[src/hw/rtl/nnsm_pkg.sv]
// ----------------------------------------------------------------------------
// Nearest-neighbour scaler map package
// Shared widths, pipeline depths, register indexes and axis types.
// ----------------------------------------------------------------------------
`default_nettype none

package nnsm_pkg;

  localparam int COORD_BITS = 12;
  localparam int REG_BITS   = 13;
  localparam int CFG_IDX_W  = 3;

  localparam int PROD_W = 2 * REG_BITS;
  localparam int SAT_W  = (COORD_BITS > REG_BITS) ? COORD_BITS : REG_BITS;
  localparam int OFF_W  = SAT_W + 2;

  localparam int DIV_STEPS     = REG_BITS;
  localparam int DIV_PER_STAGE = 2;
  localparam int DIV_STAGES    = (DIV_STEPS + DIV_PER_STAGE - 1) / DIV_PER_STAGE;
  localparam int DIV_FIRST     = 2;
  localparam int AXIS_STAGES   = DIV_STAGES + DIV_FIRST;
  localparam int PIPE_STAGES   = AXIS_STAGES + 1;

  typedef enum logic [CFG_IDX_W-1:0] {
    CFG_SRC_WIDTH   = 3'd0,
    CFG_SRC_HEIGHT  = 3'd1,
    CFG_WIN_LEFT    = 3'd2,
    CFG_WIN_TOP     = 3'd3,
    CFG_WIN_WIDTH   = 3'd4,
    CFG_WIN_HEIGHT  = 3'd5,
    CFG_DISP_WIDTH  = 3'd6,
    CFG_DISP_HEIGHT = 3'd7
  } cfg_reg_e;

  typedef struct packed {
    logic [REG_BITS-1:0] start;
    logic [REG_BITS-1:0] size;
    logic [REG_BITS-1:0] disp;
    logic [REG_BITS-1:0] src;
  } axis_cfg_t;

endpackage

`default_nettype wire

[src/hw/rtl/nnsm_axis.sv]
// ----------------------------------------------------------------------------
// Nearest-neighbour scaler map, one axis
// Window hit test, offset times source size, pipelined restoring division
// by the window size and clamping of the source index.
// ----------------------------------------------------------------------------
`default_nettype none

module nnsm_axis (
  input  logic                                          clk_i,
  input  logic [nnsm_pkg::AXIS_STAGES-1:0]              en_i,
  input  logic [nnsm_pkg::COORD_BITS-1:0]               pos_i,
  input  nnsm_pkg::axis_cfg_t                           cfg_i,
  output logic                                          hit_o,
  output logic [nnsm_pkg::COORD_BITS-1:0]               idx_o
);

  localparam int RB = nnsm_pkg::REG_BITS;
  localparam int CB = nnsm_pkg::COORD_BITS;
  localparam int OW = nnsm_pkg::OFF_W;
  localparam int SW = nnsm_pkg::SAT_W;
  localparam int PW = nnsm_pkg::PROD_W;
  localparam int DS = nnsm_pkg::DIV_STAGES;
  localparam int DP = nnsm_pkg::DIV_PER_STAGE;
  localparam int DF = nnsm_pkg::DIV_FIRST;
  localparam logic [CB-1:0] COORD_MAX = '1;

  logic signed [OW-1:0] off;
  logic                 hit_d;
  logic                 hit0_q;
  logic [RB-1:0]        off0_q;
  logic                 hit1_q;
  logic [PW-1:0]        prod_q;

  logic          div_hit_q [DS];
  logic [RB-1:0] div_rem_q [DS];
  logic [RB-1:0] div_low_q [DS];
  logic [RB-1:0] div_rem_d [DS];
  logic [RB-1:0] div_low_d [DS];

  logic [RB-1:0] quo;
  logic [RB-1:0] clamped;
  logic [SW-1:0] clamped_ext;

  always_comb begin
    off   = $signed({{(OW-CB){1'b0}}, pos_i}) - $signed({{(OW-RB){cfg_i.start[RB-1]}},
                                                        cfg_i.start});
    hit_d = !off[OW-1]
            && (off[OW-2:0] < {{(OW-1-RB){1'b0}}, cfg_i.size})
            && (SW'(pos_i) < SW'(cfg_i.disp));
  end

  always_ff @(posedge clk_i) begin
    if (en_i[0]) begin
      hit0_q <= hit_d;
      off0_q <= off[RB-1:0];
    end
    if (en_i[1]) begin
      hit1_q <= hit0_q;
      prod_q <= off0_q * cfg_i.src;
    end
  end

  always_comb begin
    logic [RB-1:0] rem;
    logic [RB-1:0] low;
    logic [RB:0]   trial;
    logic          qbit;
    for (int s = 0; s < DS; s++) begin
      if (s == 0) begin
        rem = prod_q[PW-1:RB];
        low = prod_q[RB-1:0];
      end else begin
        rem = div_rem_q[s-1];
        low = div_low_q[s-1];
      end
      for (int k = 0; k < DP; k++) begin
        if (s * DP + k < nnsm_pkg::DIV_STEPS) begin
          trial = {rem, low[RB-1]};
          qbit  = (trial >= {1'b0, cfg_i.size});
          if (qbit) begin
            trial = trial - {1'b0, cfg_i.size};
          end
          rem = trial[RB-1:0];
          low = {low[RB-2:0], qbit};
        end
      end
      div_rem_d[s] = rem;
      div_low_d[s] = low;
    end
  end

  always_ff @(posedge clk_i) begin
    for (int s = 0; s < DS; s++) begin
      if (en_i[s+DF]) begin
        div_hit_q[s] <= (s == 0) ? hit1_q : div_hit_q[(s == 0) ? 0 : s-1];
        div_rem_q[s] <= div_rem_d[s];
        div_low_q[s] <= div_low_d[s];
      end
    end
  end

  always_comb begin
    quo = div_low_q[DS-1];
    if (cfg_i.src == '0) begin
      clamped = '0;
    end else if (quo >= cfg_i.src) begin
      clamped = cfg_i.src - RB'(1);
    end else begin
      clamped = quo;
    end
    clamped_ext = SW'(clamped);
    if (clamped_ext > SW'(COORD_MAX)) begin
      idx_o = COORD_MAX;
    end else begin
      idx_o = clamped_ext[CB-1:0];
    end
    hit_o = div_hit_q[DS-1];
  end

endmodule

`default_nettype wire

[src/hw/rtl/nearest_neighbor_scaler_map.sv]
// ----------------------------------------------------------------------------
// Nearest-neighbour scaler map
// Maps a display pixel to the source pixel of a scaled, clipped window.
// ----------------------------------------------------------------------------
// Usage: write the eight window and surface registers on the cfg channel
// while no beat is in flight; cfg_ready_o is always high. Then send one
// beat per display pixel (dest_col_i, dest_row_i) on the in channel. Each
// input beat gives exactly one output beat (hit_o, src_col_o, src_row_o),
// in order; src_col_o and src_row_o are zero when hit_o is low.
// Each beat passes through the hit stage, one multiplier stage, seven division
// stages resolving two quotient bits each except the last, which resolves
// one, and the output register. Throughput is one beat per cycle while the
// receiver does not stall.
// Reset loads the register reset values and empties the pipeline.
// When the receiver stalls, the output beat holds, earlier stages keep
// closing bubbles, and in_stall_o rises only once every stage is full.
// ----------------------------------------------------------------------------
`default_nettype none

module nearest_neighbor_scaler_map (
  input  logic                                 clk_i,
  input  logic                                 rst_ni,
  input  logic                                 cfg_valid_i,
  output logic                                 cfg_ready_o,
  input  logic [nnsm_pkg::CFG_IDX_W-1:0]       cfg_index_i,
  input  logic [nnsm_pkg::REG_BITS-1:0]        cfg_data_i,
  input  logic                                 in_valid_i,
  output logic                                 in_stall_o,
  input  logic [nnsm_pkg::COORD_BITS-1:0]      dest_col_i,
  input  logic [nnsm_pkg::COORD_BITS-1:0]      dest_row_i,
  output logic                                 out_valid_o,
  input  logic                                 out_stall_i,
  output logic                                 hit_o,
  output logic [nnsm_pkg::COORD_BITS-1:0]      src_col_o,
  output logic [nnsm_pkg::COORD_BITS-1:0]      src_row_o
);

  localparam int RB = nnsm_pkg::REG_BITS;
  localparam int CB = nnsm_pkg::COORD_BITS;
  localparam int NS = nnsm_pkg::PIPE_STAGES;
  localparam int AS = nnsm_pkg::AXIS_STAGES;

  logic [RB-1:0] src_width_q, src_height_q, win_left_q, win_top_q;
  logic [RB-1:0] win_width_q, win_height_q, disp_width_q, disp_height_q;

  logic [NS-1:0] valid_q, valid_d;
  logic [NS:0]   ready;

  nnsm_pkg::axis_cfg_t col_cfg, row_cfg;
  logic          col_hit, row_hit;
  logic [CB-1:0] col_idx, row_idx;

  logic          hit_q;
  logic [CB-1:0] src_col_q, src_row_q;

  assign cfg_ready_o = 1'b1;

  always_ff @(posedge clk_i or negedge rst_ni) begin
    if (!rst_ni) begin
      src_width_q   <= RB'(1);
      src_height_q  <= RB'(1);
      win_left_q    <= '0;
      win_top_q     <= '0;
      win_width_q   <= '0;
      win_height_q  <= '0;
      disp_width_q  <= RB'(1);
      disp_height_q <= RB'(1);
    end else if (cfg_valid_i && cfg_ready_o) begin
      unique case (nnsm_pkg::cfg_reg_e'(cfg_index_i))
        nnsm_pkg::CFG_SRC_WIDTH:   src_width_q   <= cfg_data_i;
        nnsm_pkg::CFG_SRC_HEIGHT:  src_height_q  <= cfg_data_i;
        nnsm_pkg::CFG_WIN_LEFT:    win_left_q    <= cfg_data_i;
        nnsm_pkg::CFG_WIN_TOP:     win_top_q     <= cfg_data_i;
        nnsm_pkg::CFG_WIN_WIDTH:   win_width_q   <= cfg_data_i;
        nnsm_pkg::CFG_WIN_HEIGHT:  win_height_q  <= cfg_data_i;
        nnsm_pkg::CFG_DISP_WIDTH:  disp_width_q  <= cfg_data_i;
        nnsm_pkg::CFG_DISP_HEIGHT: disp_height_q <= cfg_data_i;
        default:                   ;
      endcase
    end
  end

  always_comb begin
    ready[NS] = !out_stall_i;
    for (int i = NS - 1; i >= 0; i--) begin
      ready[i] = !valid_q[i] || ready[i+1];
    end
    for (int i = 0; i < NS; i++) begin
      if (ready[i]) begin
        valid_d[i] = (i == 0) ? in_valid_i : valid_q[(i == 0) ? 0 : i-1];
      end else begin
        valid_d[i] = valid_q[i];
      end
    end
  end

  always_ff @(posedge clk_i or negedge rst_ni) begin
    if (!rst_ni) begin
      valid_q <= '0;
    end else begin
      valid_q <= valid_d;
    end
  end

  assign in_stall_o = !ready[0];

  assign col_cfg = '{start: win_left_q, size: win_width_q, disp: disp_width_q,
                     src: src_width_q};
  assign row_cfg = '{start: win_top_q, size: win_height_q, disp: disp_height_q,
                     src: src_height_q};

  nnsm_axis u_col (
    .clk_i (clk_i),
    .en_i  (ready[AS-1:0]),
    .pos_i (dest_col_i),
    .cfg_i (col_cfg),
    .hit_o (col_hit),
    .idx_o (col_idx)
  );

  nnsm_axis u_row (
    .clk_i (clk_i),
    .en_i  (ready[AS-1:0]),
    .pos_i (dest_row_i),
    .cfg_i (row_cfg),
    .hit_o (row_hit),
    .idx_o (row_idx)
  );

  always_ff @(posedge clk_i) begin
    if (ready[NS-1]) begin
      hit_q     <= col_hit && row_hit;
      src_col_q <= (col_hit && row_hit) ? col_idx : '0;
      src_row_q <= (col_hit && row_hit) ? row_idx : '0;
    end
  end

  assign out_valid_o = valid_q[NS-1];
  assign hit_o       = hit_q;
  assign src_col_o   = src_col_q;
  assign src_row_o   = src_row_q;

  a_miss_zero : assert property (@(posedge clk_i) disable iff (!rst_ni)
    out_valid_o && !hit_o |-> (src_col_o == '0) && (src_row_o == '0))
    else $error("miss beat carries a non-zero source index");

  a_col_in_src : assert property (@(posedge clk_i) disable iff (!rst_ni)
    out_valid_o && hit_o && (src_width_q != '0) |-> (src_col_o < src_width_q))
    else $error("source column beyond source width");

  a_row_in_src : assert property (@(posedge clk_i) disable iff (!rst_ni)
    out_valid_o && hit_o && (src_height_q != '0) |-> (src_row_o < src_height_q))
    else $error("source row beyond source height");

  a_stall_full : assert property (@(posedge clk_i) disable iff (!rst_ni)
    in_stall_o |-> (&valid_q))
    else $error("input stalled while the pipeline has a bubble");

endmodule

`default_nettype wire

[config.mk]
export PLATFORM = sky130hd
export DESIGN_NAME = nearest_neighbor_scaler_map
export DESIGN_NICKNAME = d
export VERILOG_FILES = /design/src/hw/rtl/nnsm_pkg.sv /design/src/hw/rtl/nnsm_axis.sv /design/src/hw/rtl/nearest_neighbor_scaler_map.sv
export SDC_FILE = /design/constraint.sdc
export NUM_CORES = 2
export LEC_CHECK = 0
export BUFFER_PORTS_ARGS = -buffer_cell sky130_fd_sc_hd__buf_2
export CAP_MARGIN = 20
export CORE_ASPECT_RATIO = 0.6
export CORE_UTILIZATION = 65
export DETAILED_ROUTE_END_ITERATION = 8
export GPL_TIMING_DRIVEN = 0
export PLACE_DENSITY = 0.93
export SLEW_MARGIN = 20
export SYNTH_ARGS = -nofsm -noshare
export SYNTH_HDL_FRONTEND = slang
export SYNTH_SLANG_ARGS = --single-unit
[constraint.sdc]
create_clock -name clk_i -period 6.8 [get_ports clk_i]
set_input_delay 0.34 -clock clk_i [delete_from_list [all_inputs] [get_ports clk_i]]
set_output_delay 0.34 -clock clk_i [all_outputs]
set_load 0.005 [all_outputs]
# After elaboration in Yosys (flattened, before gate mapping)

Memory sizes are Yosys's and may differ from the RTL's.
Index checks and enable logic that the tools add are counted.

Bits in writable memories: 378
Bits in registers: 221
Output and inout port bits: 28
Memories kept: 6
Logic and storage cells: 194

Magnitude comparators: 34
Eq/ne operators: 7
Reductions and logical operators: 40
Muxes and demuxes: 46
Multipliers: 2
Add/sub/neg operators: 30

Memories:

| memory          | words | width | rd ports | clocked after Yosys merged registers in | write ports | RTL line        | source |
|---|---|---|---|---|---|---|---|
| u_col.div_low_q | 7     | 13    | 7        | 0                                       | 7           | nnsm_axis.sv:36 | `logic [RB-1:0] div_low_q [DS];` |
| u_col.div_rem_q | 7     | 13    | 6        | 0                                       | 7           | nnsm_axis.sv:35 | `logic [RB-1:0] div_rem_q [DS];` |
| u_row.div_low_q | 7     | 13    | 7        | 0                                       | 7           | nnsm_axis.sv:36 |  |
| u_row.div_rem_q | 7     | 13    | 6        | 0                                       | 7           | nnsm_axis.sv:35 |  |
| u_col.div_hit_q | 7     | 1     | 7        | 0                                       | 7           | nnsm_axis.sv:34 | `logic div_hit_q [DS];` |
| u_row.div_hit_q | 7     | 1     | 7        | 0                                       | 7           | nnsm_axis.sv:34 |  |

Operators by type and width:

| kind                  | count |
|---|---|
| $mux 13               | 30 |
| $ge 14x13->1          | 26 |
| $sub 13x13->13        | 26 |
| $mul 13x13->26        | 2 |
| $lt 14x13->1          | 2 |
| $sub 13x13->14        | 2 |
| $ge 13x13->1          | 2 |
| $gt 13x12->1 const B  | 2 |
| $logic_not 13->1      | 2 |
| $lt 12x13->1          | 2 |
| $sub 13x1->13 const B | 2 |
| $mux 12               | 2 |
| $reduce_and 2->1      | 8 |
| $logic_not 1->1       | 14 |
| $mux 1                | 14 |
| $eq 3x3->1 const B    | 4 |
| $logic_or 1x1->1      | 10 |
| $eq 3x2->1 const B    | 2 |
| $logic_and 1x1->1     | 5 |
| $eq 3x1->1 const B    | 1 |
| $logic_not 3->1       | 1 |

# Depth between registers and ports, before layout

Depth in word-level cells: 12
Gate-level depth with buffers: 26
Depth with buffers taken out: 23

# By module

Synthesis repeated with hierarchy kept, for this count alone.

Cells, all modules: 4900
Area total of the unflattened synthesis: 50897.6 µm²

By module, submodules not included:

| module                      | seq. area each (µm²) | times used | cells each | area an instance (µm²) |
|---|---|---|---|---|
| nnsm_axis (u_col)           | 6516.2               | 1          | 2287       | 22864.4 |
| nnsm_axis (u_row)           | 6516.2               | 1          | 2294       | 22714.3 |
| nearest_neighbor_scaler_map | 3608.5               | 1          | 319        | 5318.9 |

# Worst setup path before layout

No wires, ideal clock.

Kind: reg-to-reg
From: reg win_width_q[1]
To: mem u_col.div_rem_q[3][10] in the netlist's numbering, data pin
Path buffers: 2
Data required time: 6540 ps
Arrival time: 5921 ps
Library setup time: 260 ps
Cell stages (with the launch flop): 22
Slack: 619 ps
Cell sequence: dfrtp_1 inv_1 fa_1 a211oi_1 o21ai_0 and2_1 a211oi_1 nand2_1 a211oi_1 buf_2 mux2_2 ha_1 nor2b_1 o2111ai_1 a311oi_1 o21ai_0 nand2b_1 a2111oi_0 nor2_1 nor3_2 buf_2 mux2_2

RTL lines:

| item                   | RTL line                          | source |
|---|---|---|
| start, declared        | nearest_neighbor_scaler_map.sv:44 | `logic [RB-1:0] win_width_q, win_height_q, disp_width_q, disp_height_q;` |
| start signal, assigned | nearest_neighbor_scaler_map.sv:74 | `nnsm_pkg::CFG_WIN_WIDTH: win_width_q <= cfg_data_i;` |
| end, declared          | nnsm_axis.sv:35                   |  |

==> run_results.csv <==
group,metric,value,unit
clock_network,cts.sinks,573,
floorplan,die_w,360,um
run_status,outcome,"finished with violations",
detailed_routing,routed_via_density,6.54,
synth,synth-edff-count,459,
synth,synth_cell_types,88,
global_routing,grt_pass1_wl,215,mm
global_routing,use_met2,0.506,
global_routing,grt_max_degree,74,
sta,worstMarginPinSlew,1.18,ns
cells_and_area,fin_util,0.719,
detailed_routing,drt_iter0_markers,5732,
synth,syn-cell-area,0.0500,mm2
floorplan,coreArea,0.0758,mm2
setup_path,worstSetupStartpointType,"flip-flop",
sta,finalWorstSetupSlack,-0.120,ns
floorplan,die_y,217,um
synth,yosys_warnings,0,
clock_network,cts_made_buffers,56,
sta,max_freq,145,MHz
sta,slew_headroom,0.212,
setup_path,critPathKind,"reg2reg",
place,gp_congestion,0.985,
synth,synthFlopType,"edfxtp_1",
floorplan,dieArea,0.0780,mm2
cells_and_area,nFillCells,4927,
detailed_routing,post-route-drc-count,0,
synth,syn_avg_cell_area,10.2,um2
detailed_routing,ant_nets,0,
global_routing,overflow,0,
synth,syn-num-nets,5785,
synth,synth_seq_cells,573,
run_status,violations,"negative setup slack",
sta,fin_setup_tns,-0.762,ns
clock_network,cts.htree.levels,2,
setup_path,cp-end-kind,"flip-flop",
sta,slew_violations,0,
sta,hold_viol,0,
detailed_routing,wl_per_cell,23.0,um
floorplan,row_count,78,
setup_path,cp_cell_sequence,"clkinvlp_4 > buf_4 > fa_1 > a211oi_1 > nor2_1 > o21a_1 > a211oi_2 > nand2_1 > a211oi_4 > buf_12 > mux2_2 > ha_1 > nor2b_1 > o2111ai_1 > a311oi_1 > o21ai_0 > nand2b_1 > a2111oi_0 > nor2_1 > nor3_4 > clkbuf_4 > mux2_2",
clock_network,clockBufferDepth,3,
cells_and_area,mostFrequentLayoutCells,"inv_1 (589), ha_1 (580), edfxtp_1 (459)",
sta,fin_crit,6.92,ns
min_path,hp-class,"in2reg",
synth,synthArstFlopShare,0.199,
cells_and_area,syn_to_final_growth,9.12,%
cells_and_area,layout_commonest_cell,"inv_1",
setup_path,reg2reg_slack,-0.12,ns
clock_network,cts_tree,"built",
place,placed_cell_area,0.0519,mm2
synth,synth_area_leaders,"edfxtp_1 (28%), ha_1 (15%), fa_1 (11%)",
place,io_buffers,70,
synth,ys_seq_area_frac,0.333,
detailed_routing,vias,40247,
clock_network,clockRootBuffer,"clkbuf_16",
setup_path,cp.arrival,7.29,ns
cells_and_area,drive_gt1_frac,0.122,
global_routing,met3_usage,0.113,
setup_path,cp_slowest_stage_delay,0.55,ns
sta,setup_viol,13,
cells_and_area,stdcell_area,0.0545,mm2
place,dp_hpwl,105,mm
detailed_routing,drt_pass1_iterations,7,
clock_network,insertion_delay,0.66,ns
global_routing,grt_usage,0.353,
setup_path,cp_max_fo,10,
synth,synth_largest_area_cell,"edfxtp_1",
sta,period_share,1.02,
clock_network,clk_pin_slew_worst_paths,0.07,ns
global_routing,antenna_found_initial,5,
synth,syn_inst,4892,
detailed_routing,finalWirelength,142,mm
cells_and_area,fin_nets,5988,
global_routing,grt.busiest_layer,"met1",
floorplan,num_io_pins,73,
global_routing,grt_pass1_vias,38996,
synth,yosysTopAreaCellShare,0.276,
sta,finClkSkew,0.0391,ns
job,cap_violations,0,
global_routing,grtUsageMet1,0.509,
setup_path,cp.required,7.17,ns
floorplan,start_util,0.659,
setup_path,crit_path_top_delay_cell,"a2111oi_0",
cell usage after synthesis (7+ instances only):
| master | number |
|---|---|
| buf_2 | 12 |
| mux2_4 | 8 |
| o31a_1 | 7 |
| o41ai_1 | 16 |
| mux2_2 | 238 |
| o2111ai_1 | 7 |
| or3_1 | 22 |
| nor2b_1 | 63 |
| o211ai_1 | 15 |
| a2111oi_0 | 9 |
| o21ai_1 | 8 |
| or4_1 | 11 |
| and2_1 | 171 |
| clkbuf_1 | 94 |
| mux2_1 | 10 |
| xor2_1 | 89 |
| a21o_1 | 97 |
| o21ai_0 | 252 |
| or2_2 | 20 |
| o21a_1 | 67 |
| a31o_2 | 11 |
| nor2_1 | 242 |
| a211oi_1 | 35 |
| fa_1 | 268 |
| a31oi_1 | 22 |
| o31ai_1 | 25 |
| a21oi_1 | 223 |
| xnor2_1 | 214 |
| ha_1 | 580 |
| dfrtp_1 | 110 |
| a21boi_0 | 16 |
| nor3_1 | 87 |
| edfxtp_1 | 459 |
| and3_1 | 16 |
| nand2_1 | 389 |
| inv_1 | 603 |
| nand4_1 | 75 |
| nand3_1 | 51 |
| nand2b_1 | 42 |
| nor4_1 | 26 |
| o21bai_1 | 18 |
| mux2i_1 | 57 |
flip-flops by register name, indices dropped and copies added, names as in the netlist, 7 cells and up:
register,flops
u_col.div_hit_q,7
valid_q,10
u_row.div_hit_q,7
u_col.div_low_q,91
disp_height_q,13
u_row.div_rem_q,78
win_left_q,13
u_col.off0_q,13
disp_width_q,13
win_height_q,13
win_width_q,13
src_row_o,12
u_row.prod_q,26
win_top_q,13
src_width_q,13
src_height_q,13
u_col.div_rem_q,78
u_row.div_low_q,91
u_row.off0_q,13
u_col.prod_q,26
src_col_o,12
through the flow:
stage                     setup WS, ns  hold slack, ns  instances
after detailed placement         -1.30           0.272       5976
final                           -0.120           0.164       6151
after floorplan                  0.619          0.0444       4892
after global routing            -0.301           0.150       6143
after global placement           -1.01           0.401       5962
after CTS                      0.00855           0.124       6095
timing repair:
item / 4_1_cts / 5_1_grt
setup endpoints to repair: 169 / 163
endpoints found under the hold margin: 42 / 0
hold buffers: 2 / 0
gates cloned: 2 / 0
pin swaps: 3 / 2
resized for setup: 23 / 86
setup buffers: 10 / 51
layer usage:
layer  part of all wire  routed length (um)  vias to the layer above
met5            0.00011                  15                        -
met4              0.032                4570                        2
met3               0.15               21600                      412
met2               0.41               58600                     2904
met1               0.40               56700                    19359
li1                   -                   -                    17570
worst paths after layout:
kind                                            start                     to  depth (start not counted)
worst min register to register  u_col.div_low_q[3][6]  u_col.div_low_q[4][8]                          0
worst max register to register         win_width_q[1]  u_col.div_rem_q[0][8]                         22
worst min-delay path                   cfg_data_i[12]        win_width_q[12]                          3
worst max-delay path                   win_width_q[1]  u_col.div_rem_q[0][8]                         22
min in group asynchronous                      rst_ni        disp_width_q[5]                          2
max in group asynchronous                      rst_ni        win_height_q[0]                          3
area by class of cell:
cell class,instances,area [um2],share of cell area
Timing Repair inverter,2,10.0,0.000184
Timing Repair Buffer,147,1170,0.0215
Clock inverter,35,287,0.00526
Inverter,604,2310,0.0425
Multi-Input combinational cell,3597,30700,0.564
Tap cell,1000,1250,0.0230
Antenna cell,9,22.5,0.000413
Sequential cell,573,16700,0.306
Buffer,114,552,0.0101
Clock buffer,70,1510,0.0278
kinds of logic after synthesis:
family                     Yosys count  share of synthesized area
xor gates and xnor gates           303                     0.0531
adders and majority gates          848                      0.253
DFF                                573                      0.333
buffers and inverters              722                     0.0558
AOI/OAI and AO/OA                  886                      0.113
muxes                              313                     0.0697
other                                1                  0.0000751
and+or+nand+nor                   1246                      0.123
worst max-delay path: cells and delay by family (launching register included):
kind | cells | cell delay, ns
compound gates | 8 | 2.57
simple gates | 6 | 1.14
fa+ha+maj | 2 | 0.82
buf+inv | 4 | 0.81
mux | 2 | 0.74
flops | 1 | 0.54
Power is left out: the tool's default activity adds up to more than one toggle a clock period on the data nets, which glitch-free logic cannot reach.
